==> src/hw/rtl/systick_pkg.sv <==
// Shared types and constants of the system tick timer.
package systick_pkg;

    // Default build values of the top level's parameters.
    localparam int COUNT_WIDTH_DEF  = 24;
    localparam int PRESCALE_DIV_DEF = 8;

    // Fixed field widths.
    localparam int KIND_W  = 2;
    localparam int ADDR_W  = 2;
    localparam int DATA_W  = 32;
    localparam int PADDR_W = 3;

    // Word kinds on the item channel.
    typedef enum logic [KIND_W-1:0] {
        KIND_TICK  = 2'd0,
        KIND_READ  = 2'd1,
        KIND_WRITE = 2'd2
    } kind_t;

    // Timer register addresses carried by an item.
    typedef enum logic [ADDR_W-1:0] {
        ADDR_CTRL    = 2'd0,
        ADDR_RELOAD  = 2'd1,
        ADDR_CURRENT = 2'd2
    } reg_addr_t;

    // Control register bit positions.
    localparam int CTRL_ENABLE_BIT = 0;
    localparam int CTRL_IRQ_BIT    = 1;
    localparam int CTRL_CLKSRC_BIT = 2;
    localparam int CTRL_FLAG_BIT   = 16;

    // Configuration port byte address of the single-shot register.
    localparam logic [PADDR_W-1:0] PADDR_SINGLE_SHOT = 3'd0;

endpackage

==> src/hw/rtl/systick_down_counter_timer.sv <==
// Top level of the system tick timer: bus registers, down counter and result register.
//
// This block is a down-counting system tick timer. Each word on the item channel is
// either one clock tick, a read of a timer register or a write to one (kind 0, 1, 2),
// and each accepted word yields exactly one result word carrying read_data and
// irq_pulse. The timer takes one word every clock cycle while item_stall is low, and its
// result is presented in the cycle after acceptance; the counter state lives in registers
// that update at the acceptance edge, so the decrement, zero compare and reload select of
// the counter form the single path that sets that rate. A result register parts the two
// channels: a new word is taken whenever that register is empty or its word is leaving in
// the same cycle, so item_stall rises only while a result waits under result_stall.
// Control register (address 0): bit 0 enables counting, bit 1 enables the interrupt
// pulse, bit 2 selects the full-rate tick over the divided one, and bit 16 is the
// count flag, which a read of the control register returns and clears. Address 1
// holds the reload value and address 2 the current count; writing address 2 with any
// data clears the count and the flag. The single-shot register on the configuration
// port clears the enable when the count reaches zero.
module systick_down_counter_timer #(
    parameter int COUNT_WIDTH  = systick_pkg::COUNT_WIDTH_DEF,
    parameter int PRESCALE_DIV = systick_pkg::PRESCALE_DIV_DEF
) (
    input  logic                             clk,
    input  logic                             rst_n,
    // Item channel
    input  logic                             item_valid,
    output logic                             item_stall,
    input  logic [systick_pkg::KIND_W-1:0]   kind,
    input  logic [systick_pkg::ADDR_W-1:0]   reg_addr,
    input  logic [systick_pkg::DATA_W-1:0]   write_data,
    // Result channel
    output logic                             result_valid,
    input  logic                             result_stall,
    output logic [systick_pkg::DATA_W-1:0]   read_data,
    output logic                             irq_pulse,
    // Configuration port
    input  logic                             psel,
    input  logic                             penable,
    input  logic                             pwrite,
    input  logic [systick_pkg::PADDR_W-1:0]  paddr,
    input  logic [31:0]                      pwdata,
    output logic [31:0]                      prdata,
    output logic                             pready
);
    import systick_pkg::*;

    localparam int PS_W = (PRESCALE_DIV > 1) ? $clog2(PRESCALE_DIV) : 1;
    localparam logic [PS_W-1:0] PS_LAST = PS_W'(PRESCALE_DIV - 1);

    // Timer state.
    logic [COUNT_WIDTH-1:0] count_reg,  count_next;
    logic [COUNT_WIDTH-1:0] reload_reg, reload_next;
    logic                   enable_reg, enable_next;
    logic                   irq_en_reg, irq_en_next;
    logic                   full_rate_reg, full_rate_next;
    logic                   flag_reg,   flag_next;
    logic [PS_W-1:0]        ps_reg,     ps_next;
    logic                   single_shot_reg;

    // Result register.
    logic                   result_valid_reg;
    logic [DATA_W-1:0]      read_data_reg,  read_data_next;
    logic                   irq_pulse_reg,  irq_pulse_next;

    logic                   accept;
    logic                   counted;
    logic [COUNT_WIDTH-1:0] count_dec;
    logic                   cfg_write;

    // A word is taken when the result register is free or draining this cycle.
    assign item_stall = result_valid_reg && result_stall;
    assign accept     = item_valid && !item_stall;

    assign count_dec  = count_reg - COUNT_WIDTH'(1);
    assign counted    = full_rate_reg || (ps_reg == PS_LAST);

    always_comb
    begin
        count_next     = count_reg;
        reload_next    = reload_reg;
        enable_next    = enable_reg;
        irq_en_next    = irq_en_reg;
        full_rate_next = full_rate_reg;
        flag_next      = flag_reg;
        ps_next        = ps_reg;
        read_data_next = '0;
        irq_pulse_next = 1'b0;

        if (accept)
        begin
            unique case (kind)
                KIND_TICK:
                begin
                    // A disabled timer leaves both the counter and the prescaler alone.
                    if (enable_reg)
                    begin
                        if (!full_rate_reg)
                        begin
                            ps_next = (ps_reg == PS_LAST) ? '0 : ps_reg + PS_W'(1);
                        end
                        if (counted)
                        begin
                            if (count_reg == '0)
                            begin
                                count_next = reload_reg;
                            end
                            else
                            begin
                                count_next = count_dec;
                                if (count_dec == '0)
                                begin
                                    flag_next      = 1'b1;
                                    irq_pulse_next = irq_en_reg;
                                    if (single_shot_reg)
                                    begin
                                        enable_next = 1'b0;
                                    end
                                end
                            end
                        end
                    end
                end
                KIND_READ:
                begin
                    unique case (reg_addr)
                        ADDR_CTRL:
                        begin
                            read_data_next[CTRL_ENABLE_BIT] = enable_reg;
                            read_data_next[CTRL_IRQ_BIT]    = irq_en_reg;
                            read_data_next[CTRL_CLKSRC_BIT] = full_rate_reg;
                            read_data_next[CTRL_FLAG_BIT]   = flag_reg;
                            flag_next                       = 1'b0;
                        end
                        ADDR_RELOAD:  read_data_next = DATA_W'(reload_reg);
                        ADDR_CURRENT: read_data_next = DATA_W'(count_reg);
                        default:      read_data_next = '0;
                    endcase
                end
                KIND_WRITE:
                begin
                    unique case (reg_addr)
                        ADDR_CTRL:
                        begin
                            enable_next    = write_data[CTRL_ENABLE_BIT];
                            irq_en_next    = write_data[CTRL_IRQ_BIT];
                            full_rate_next = write_data[CTRL_CLKSRC_BIT];
                        end
                        ADDR_RELOAD:  reload_next = write_data[COUNT_WIDTH-1:0];
                        ADDR_CURRENT:
                        begin
                            count_next = '0;
                            flag_next  = 1'b0;
                        end
                        default:      count_next = count_reg;
                    endcase
                end
                default: count_next = count_reg;
            endcase
        end
    end

    always_ff @(posedge clk or negedge rst_n)
    begin
        if (!rst_n)
        begin
            count_reg        <= '0;
            reload_reg       <= '0;
            enable_reg       <= 1'b0;
            irq_en_reg       <= 1'b0;
            full_rate_reg    <= 1'b0;
            flag_reg         <= 1'b0;
            ps_reg           <= '0;
            result_valid_reg <= 1'b0;
        end
        else
        begin
            count_reg     <= count_next;
            reload_reg    <= reload_next;
            enable_reg    <= enable_next;
            irq_en_reg    <= irq_en_next;
            full_rate_reg <= full_rate_next;
            flag_reg      <= flag_next;
            ps_reg        <= ps_next;
            if (accept)
            begin
                result_valid_reg <= 1'b1;
            end
            else if (!result_stall)
            begin
                result_valid_reg <= 1'b0;
            end
        end
    end

    // The result payload only loads with a new word, so it holds while stalled.
    always_ff @(posedge clk)
    begin
        if (accept)
        begin
            read_data_reg <= read_data_next;
            irq_pulse_reg <= irq_pulse_next;
        end
    end

    assign result_valid = result_valid_reg;
    assign read_data    = read_data_reg;
    assign irq_pulse    = irq_pulse_reg;

    // Configuration port: one register, written in the access phase.
    assign pready    = 1'b1;
    assign cfg_write = psel && penable && pwrite && pready && (paddr == PADDR_SINGLE_SHOT);
    assign prdata    = (paddr == PADDR_SINGLE_SHOT) ? {31'd0, single_shot_reg} : 32'd0;

    always_ff @(posedge clk or negedge rst_n)
    begin
        if (!rst_n)
        begin
            single_shot_reg <= 1'b0;
        end
        else if (cfg_write)
        begin
            single_shot_reg <= pwdata[0];
        end
    end

endmodule

==> config.mk <==
export PLATFORM = sky130hd
export DESIGN_NAME = systick_down_counter_timer
export DESIGN_NICKNAME = d
export VERILOG_FILES = /design/src/hw/rtl/systick_pkg.sv /design/src/hw/rtl/systick_down_counter_timer.sv
export SDC_FILE = /design/constraint.sdc
export NUM_CORES = 1
export LEC_CHECK = 0
export BUFFER_PORTS_ARGS = -buffer_cell sky130_fd_sc_hd__clkbuf_2
export CORE_MARGIN = 4
export CORE_UTILIZATION = 35
export CTS_CLUSTER_SIZE = 24
export DETAILED_ROUTE_END_ITERATION = 10
export PLACE_DENSITY_LB_ADDON = 0.25
export SYNTH_ARGS = -nofsm -noshare
export SYNTH_HDL_FRONTEND = slang
export SYNTH_SLANG_ARGS = --single-unit
==> constraint.sdc <==
create_clock -name clk -period 5.24 [get_ports clk]
set_clock_uncertainty 0.1 [all_clocks]
set_input_delay 1.048 -clock clk [delete_from_list [all_inputs] [get_ports clk]]
set_output_delay 1.048 -clock clk [all_outputs]
set_load 0.005 [all_outputs]
## Word-level counts from Yosys, hierarchy flattened

Cells that the tools add are included.

- Add/subtract/negate cells: 2
- Equal/unequal tests: 13
- Multiplexer cells: 27
- Bitwise logic cells: 5
- Reductions and logical operators: 21

Operators with widths:

| kind | count |
|---|---|
| two-way mux 24 bit | 4 |
| logical NOT 24 bit | 2 |
| case mux 24 bit (2 select lines) | 1 |
| case mux 13 bit (2 select lines) | 1 |
| subtractor 24 x 1 -> 24 bit (second input constant) | 1 |
| two-way mux 1 bit | 15 |
| case mux 7 bit (2 select lines) | 1 |
| != test 2 bit (second input constant) | 6 |
| case mux 3 bit (3 select lines) | 1 |
| AND reduction 3 bit | 3 |
| AND reduction 8 bit | 1 |
| case mux 1 bit (3 select lines) | 2 |
| logical AND 1 bit | 5 |
| inverter 1 bit | 5 |
| AND reduction 5 bit | 1 |
| OR reduction 5 bit | 1 |
| == test 2 x 1 -> 1 bit (second input constant) | 2 |
| == test 2 bit (second input constant) | 2 |
| logical NOT 2 bit | 2 |
| != test 2 x 1 -> 1 bit (second input constant) | 2 |
| AND reduction 4 bit | 1 |
| adder 3 x 1 -> 3 bit (second input constant) | 1 |
| == test 3 bit (second input constant) | 1 |
| logical NOT 3 bit | 1 |
| 6 further kinds | 6 |

- Register bits after elaboration: 90
- Output and inout bits: 68
- Logic and storage cells: 79

## Logic depth before layout (Yosys ltp)

Gate-level depths: netlist (run 1).

- Word-level depth: 7
- Gate-level depth with buffers: 10
- Depth with buffers taken out: 8

## Least setup slack after synthesis (run 1)

No wires, ideal clock.

- Kind: input to register
- Start point: input result_stall
- End point: register reload_reg[0]
- Library setup time: 125 ps
- Arrival: 2687 ps
- Required time: 5015 ps
- Slack: 2328 ps
- Cell stages on the path: 6
- Buffers on the path: 1
- Path through: nand2_1 > nand2_1 > inv_1 > nand3_1 > clkbuf_1 > mux2_2

- Cells in the longest elaborated chain, start to end: 4

RTL lines:

| element | line | source |
|---|---|---|
| start: declaration | systick_down_counter_timer.sv:32 | `input logic result_stall,` |
| logical AND 1 bit | systick_down_counter_timer.sv:70 | `assign item_stall = result_valid_reg && result_stall;` |
| logical NOT 1 bit | systick_down_counter_timer.sv:71 | `assign accept = item_valid && !item_stall;` |
| logical AND 1 bit | systick_down_counter_timer.sv:71 |  |
| net accept | systick_down_counter_timer.sv:64 | `logic accept;` |
| AND reduction 3 bit (no source line) | - |  |
| end signal: assignment | systick_down_counter_timer.sv:177 | `reload_reg <= reload_next;` |
| end: declaration | systick_down_counter_timer.sv:51 | `logic [COUNT_WIDTH-1:0] reload_reg, reload_next;` |

The timed path passes the listed nets, and every way through them passes these cells.
A chain may end at the register's enable or synchronous reset.

## Worst setup path in the final report (run 1)

- Start point: input reg_addr[0] (netlist name)
- End point: register count_reg[20]

- Cells in the longest elaborated chain, start to end: 3

RTL lines:

| element | line | source |
|---|---|---|
| start: declaration | systick_down_counter_timer.sv:28 | `input logic [systick_pkg::ADDR_W-1:0] reg_addr,` |
| == test 2 bit | systick_down_counter_timer.sv:140 | `unique case (reg_addr)` |
| != test 2 bit (no source line) | - |  |
| AND reduction 5 bit (no source line) | - |  |
| end signal: assignment | systick_down_counter_timer.sv:176 | `count_reg <= count_next;` |
| end: declaration | systick_down_counter_timer.sv:50 | `logic [COUNT_WIDTH-1:0] count_reg, count_next;` |

No other way between the ends.

==> results of run 1 <==
-- routing by layer --
metal / wire (um) / vias to the layer above / global-route usage / part of all wire
met4: 173 / 0 / 0.0505 / 0.015
li1: - / 1862 / - / -
met3: 660 / 16 / 0.0253 / 0.057
met5: 0 / - / 0 / 0
met1: 5440 / 1834 / 0.203 / 0.47
met2: 5280 / 126 / 0.227 / 0.46
-- worst max path at each step --
stage | from | end | slack [ps] | cells after the start
floorplan | result_stall | reload_reg[0] | 2330 | 6
CTS | reg_addr[0] | count_reg[19] | 1820 | 9
finish | reg_addr[0] | count_reg[20] | 1820 | 9
global placement | reg_addr[0] | count_reg[10] | 1520 | 9
detailed placement | reg_addr[0] | count_reg[19] | 1460 | 9
global route | count_reg[0] | irq_pulse | 1610 | 8
-- critical path: stages --
cell and delay, ps:
clkbuf_2 100, inv_1 70, ha_1 850, nand2b_1 230, o211ai_1 90, buf_4 240, or2_0 450, buf_4 290
o21ai_0 190
-- cells in the mapped netlist, drive strengths merged, types with 5 or more instances --
library cell and count:
a21oi 26, a22oi 22, buf 55, clkbuf 21, dfrtp 57, edfxtp 25, ha 13, inv 13
mux2 29, mux2i 5, nand2 18, nand3 6, nand4 8, nor2 55, nor2b 6, nor3 14
nor3b 5, nor4 12, o21ai 51, o31ai 5
-- power by group --
group          leakage (uW)  switching [uW]  internal, uW  total [uW]
Sequential         0.000974             220           804        1020
Clock              0.000153             254           419         673
Combinational       0.00123             513           376         890
Total               0.00236             987          1600        2590
-- through the flow --
| step | cell area [um^2] | setup slack [ps] | std cells | hold WS, ps | util |
|---|---|---|---|---|---|
| floorplan | 5070 | 2330 | 542 | 387 | - |
| global placement | 5200 | 1520 | 720 | 397 | 0.376 |
| detailed placement | 5200 | 1460 | 720 | 411 | 0.376 |
| CTS | 5520 | 1820 | 736 | 425 | 0.400 |
| global route | 5520 | 1610 | 736 | 448 | 0.400 |
| finish | 5520 | 1820 | 736 | 415 | 0.400 |
-- cells by family (layout without fill, tap and decap cells) --
logic type / Yosys count / after routing
compound gates: 129 / 129
xor+xnor: 2 / 2
fa+ha+maj: 13 / 13
buf+inv: 89 / 103
flops: 82 / 82
mux: 34 / 34
other cells: 2 / 40
simple gates: 153 / 153
-- area by class of cell --
class | instances | area, um^2 | share of cell area
Tap cell | 180 | 225 | 0.0408
Timing Repair Buffer | 74 | 390 | 0.0707
Inverter | 13 | 48.8 | 0.00883
Clock inverter | 6 | 90.1 | 0.0163
Sequential cell | 82 | 2180 | 0.394
Multi-Input combinational cell | 371 | 2360 | 0.428
Clock buffer | 10 | 229 | 0.0414
-- layout by cell type (no fill, tap or decap), types with 18 or more instances in the layout --
cell / Yosys / routed
a21oi_1: 26 / 26
a22oi_1: 22 / 22
clkbuf_2: 2 / 66
conb_1: 2 / 40
dfrtp_1: 57 / 57
edfxtp_1: 25 / 25
mux2_2: 29 / 29
nand2_1: 18 / 18
nor2_1: 55 / 55
o21ai_0: 49 / 49
==> results.md, run 1 <==
* Status: complete, no violations
* WL final at between 10000 and 15000 um
* Largest net degree at the start of global routing at 58
* Initial antenna violation count at 0
* Relative slew slack at 0.303
* Drt drc at 0
* Synth warnings at 0
* I/O pin cnt at 146
* Port Buffers at 66
* XOR/XNOR share of the synthesized area at 0.00356
* Hold crit path type: reg -> reg
* Lkg Pwr at approximately 0.0024 uW
* Fmax at a little under 300 MHz
* Standard-cell rows at between 40 and 50
* Seq/Total Area, Yosys at 0.442
* Cell variety after synth at between 60 and 70
* RR Endpoint: irq_pulse
* Post-DP HPWL at about 8000 um
* CP Launch Type: input port
* Max-slew violations at 0
* Placer congestion estimate at roughly 0.90
* Largest family of logic cells by synthesized area: simple AND/OR/NAND/NOR gates
* Seq cells post-synth at around 80
* Mapped Cells at slightly above 500
* Post-Synth Adder-Cell Area at 0.0330
* Total number of vias at between 3k and 4k
* GRT Util Overall at 0.145
* Die ar. at 0.0160 mm^2
* Fraction of registers with async set/reset at 0.695
* DRT iter0 DRCs at 300
* Die width at 127 um
* Top post-synthesis cells by area: dfrtp_1, edfxtp_1, buf_4, mux2_2, o21ai_0
* N_diodes at 0
* Pre-antenna DRT Iters at 5
* Post-route setup TNS at 0 ps
* Post-cts sizing count at 0
* Post-CTS setup buffers at 0
* FILL cells at approximately 1.3k
* RSZ-0062 raised after global routing: no
* Worst-path clk slew at about 60 ps
* Peak supply drop at around 180 uV
* Htree depth at 3
* Fraction of synthesized area in multiplexers at 0.0764
* Worst Max-Slew Pin Slew at roughly 1000 ps
* Clock latency on the worst-skew pair at ~340 ps
* Final Cycle Share at 0.653
* Core Region at 0.0138 mm^2
* Syn_area_per_cell at 9.78 um^2
* Clock buffer depth at 2
* TritonCTS clock tree: yes
* Die height at about 130 um
* Post-layout power at ~2600 uW
* Post-synth EDFFs at 25
* Final Hold Fails at 0
* Routed Antenna Nets at 0
* Worst hold stages at 1
* RR Startpoint: count_reg[0]
* Post-route minimum period at between 3000 and 4000 ps
* Critical path type: in -> reg
* Layout area overhead at 12.1%
* Critical path capture point type: register
* CTS Buf Count at 9
* Root buffer cell: clkbuf_16
* Grt total ovfl at 0
* Cts hold-fix bufs at 0
* Drt wl/cell at ~16 um
* Synth Area in Simple Gates at 0.175
* Final-report setup violation count at 0
* DR vias/cell at 5.21
* First-pass GRT wire length at about 19000 um
* Starting Density at 0.356
* Cell Pwr Density at roughly 470 mW/mm^2
* Arrival @ worst endpoint at roughly 3600 ps
* Worst Hold End: ps_reg[2]
* Max Cap Viol at 0
* Share of cells above drive strength 1 at 0.230
* Worst R2R Setup Slack at between 1500 and 2000 ps
* Yosys top cell by area: dfrtp_1
* Worst Path Max Fanout at 25
* Synthesized cell area at about 0.0049 mm^2
* Clock sinks at between 80 and 90
* Nets at about 640
* Top cell type's share of synthesized area at 0.289
* Worst Path Required at between 5000 and 6000 ps
* Hold Crit Start: ps_reg[2]
* FF-to-FF path depth at 8
* Ys flop type: dfrtp_1
* Compound-Gate Fraction of Synth Area at 0.162
* Vias in the first global route at about 3.6k
(Power assumes the default switching activity.)
==> run 2, diff against run 1 <==
==> constraint.sdc (replaced) <==
create_clock -name clk -period 3.1 [get_ports clk]
set_clock_uncertainty 0.1 [all_clocks]
set_input_delay 0.62 -clock clk [delete_from_list [all_inputs] [get_ports clk]]
set_output_delay 0.62 -clock clk [all_outputs]
set_load 0.005 [all_outputs]
==> results.md, run 2 (synthesis results as in run 1) <==
* Status: complete, no violations (unchanged)
* Relative slew slack at 0.491 (was 0.303)
* N_diodes at 0 (unchanged)
* Post-cts sizing count at 0 (unchanged)
* Vias in the first global route at 3752 (was 3582)
* Die ar. at 0.0160 mm^2 (unchanged)
* Setup WS post-layout at 289 ps (was 1820 ps)
* RSZ-0062 raised after global routing: no (unchanged)
* Fmax at about 360 MHz
* FILL cells at 1316 (was 1346)
* Worst Path Required at 3150 ps (was 5390 ps)
* Reg area at 0.00218 mm^2 (unchanged)
* I/O pin cnt at 146 (unchanged)
* Clock sinks at 82 (unchanged)
* Starting Density at 0.356 (unchanged)
* DRT iter0 DRCs at 350 (was 300)
* Commonest non-fill, non-tap cell in the layout: clkbuf_2 (unchanged)
* Hold crit path type: in -> async (was reg -> reg)
* Max Cap Viol at 0 (unchanged)
* Lkg Pwr at 0.00246 uW (was 0.00236 uW)
* Seq pwr share at 0.365 (was 0.396)
* Die height at 127 um (unchanged)
* CP Launch Type: register (was input port)
* Critical path capture point type: register (unchanged)
* Cell Pwr Density at 815 mW/mm^2 (was 468 mW/mm^2)
* DR vias/cell at 5.17 (was 5.21)
* Drt drc at 0 (unchanged)
* Place WS at 303 ps (was 1460 ps)
* Worst Max-Slew Pin Slew at 763 ps (was 1040 ps)
* Routed Antenna Nets at 0 (unchanged)
* Cts hold-fix bufs at 0 (unchanged)
* Final Hold Fails at 0 (unchanged)
* Post-route setup TNS at 0 ps (unchanged)
* Final Non-Filler Cells at 753 (was 736)
* Layout area overhead at 15.5% (was 12.1%)
* Placer congestion estimate at 0.902 (was 0.900)
* Psw at 1710 uW (was 987 uW)
* GRT Util Overall at 0.157 (was 0.145)
* Pre-antenna DRT Iters at 6 (was 5)
* Total number of vias at 3895 (was 3838)
* Drt wl/cell at 16.3 um (was 15.7 um)
* Internal power at 2930 uW (was 1600 uW)
* TritonCTS clock tree: yes (unchanged)
* Standard-cell rows at 43 (unchanged)
* Initial antenna violation count at 0 (unchanged)
* Worst Path Max Fanout at 11 (was 25)
* Share of cells above drive strength 1 at 0.251 (was 0.230)
* Clock buffer depth at 2 (unchanged)
* Post-route minimum period at between 2000 and 3000 ps
* Arrival @ worst endpoint at 2860 ps (was 3570 ps)
* Max-slew violations at 0 (unchanged)
* Multi-input logic area at 0.00236 mm^2 (unchanged)
* Nets at 659 (was 642)
* Post-CTS setup buffers at 0 (unchanged)
* Dpl cells at 737 (was 720)
* Commonest non-fill, non-tap cells in the layout: clkbuf_2, dfrtp_1, nor2_1 (unchanged)
* WL final at 12300 um (was 11600 um)
* Worst-path clk slew at 60 ps (about the same)
* Critical path type: reg -> reg (was in -> reg)
* Combinational Power Share at 0.369 (was 0.344)
* Peak supply drop at 305 uV (was 176 uV)
* Clock latency on the worst-skew pair at 340 ps (about the same)
* First-pass GRT wire length at 20300 um (was 18800 um)
* CTS Buf Count at 9 (unchanged)
* Clock network fraction of design power at 0.266 (was 0.260)
* Grt total ovfl at 0 (unchanged)
* Die width at 127 um (unchanged)
* Largest net degree at the start of global routing at 35 (was 58)
* Htree depth at 3 (unchanged)
* Final-report setup violation count at 0 (unchanged)
* Final Cycle Share at 0.907
* Port Buffers at 66 (unchanged)
* Post-DP HPWL at 8940 um (was 8250 um)
* Root buffer cell: clkbuf_16 (unchanged)
* Core Region at 0.0138 mm^2 (unchanged)
* Switching part of the total at 0.369 (was 0.382)
run 2: metal layers:
| metal | wire (um) | part of all wire | track usage |
|---|---|---|---|
| met5 | 0 | 0 | 0 |
| met4 | 147 | 0.012 | 0.0492 |
| met3 | 886 | 0.072 | 0.0316 |
| met2 | 5670 | 0.46 | 0.246 |
| met1 | 5600 | 0.45 | 0.218 |
run 2: final cells by class:
class | instances | share of cell area
Multi-Input combinational cell | 371 | 0.415
Timing Repair Buffer | 91 | 0.0932
Sequential cell | 82 | 0.383
Inverter | 13 | 0.00858
Clock inverter | 4 | 0.0174
Clock buffer | 12 | 0.0433
Tap cell | 180 | 0.0396
run 2: final timing paths:
path,startpoint,endpoint,slack (ps),cells after the start
setup reg to reg,count_reg[1],irq_pulse,290,9
hold / removal,rst_n,result_valid,240,1
hold reg to reg,single_shot_reg,single_shot_reg,430,1
max in group asynchronous,rst_n,reload_reg[9],2020,2
min in group clk,item_valid,result_valid,400,2
setup / recovery,count_reg[1],irq_pulse,290,9
run 2: power by group through the flow:
stage | Clock (uW) | Sequential [uW] | Combinational, uW
finish | 1230 | 1700 | 1710
global route | 1310 | 1740 | 1930
detailed placement | 0 | 1710 | 1700
floorplan | 0 | 1550 | 1370
global placement | 0 | 1690 | 1660
CTS | 1260 | 1690 | 1710
run 2: stage by stage:
step	total power, uW	util	cell area [um^2]	hold slack [ps]
2_1_floorplan	2920	-	5070	224
3_3_place_gp	3350	0.387	5350	397
3_5_place_dp	3410	0.387	5350	422
4_1_cts	4660	0.412	5690	258
5_1_grt	4990	0.412	5690	300
6_report	4640	0.412	5690	242
run 2: worst max-delay path, stage by stage, from the launching register on:
cell and delay, ps:
dfrtp_1 370, inv_1 100, ha_1 220, nor3b_2 190, buf_4 210, a32oi_1 120, o32ai_1 250, o311ai_0 210
or4b_1 540, nor4_2 310
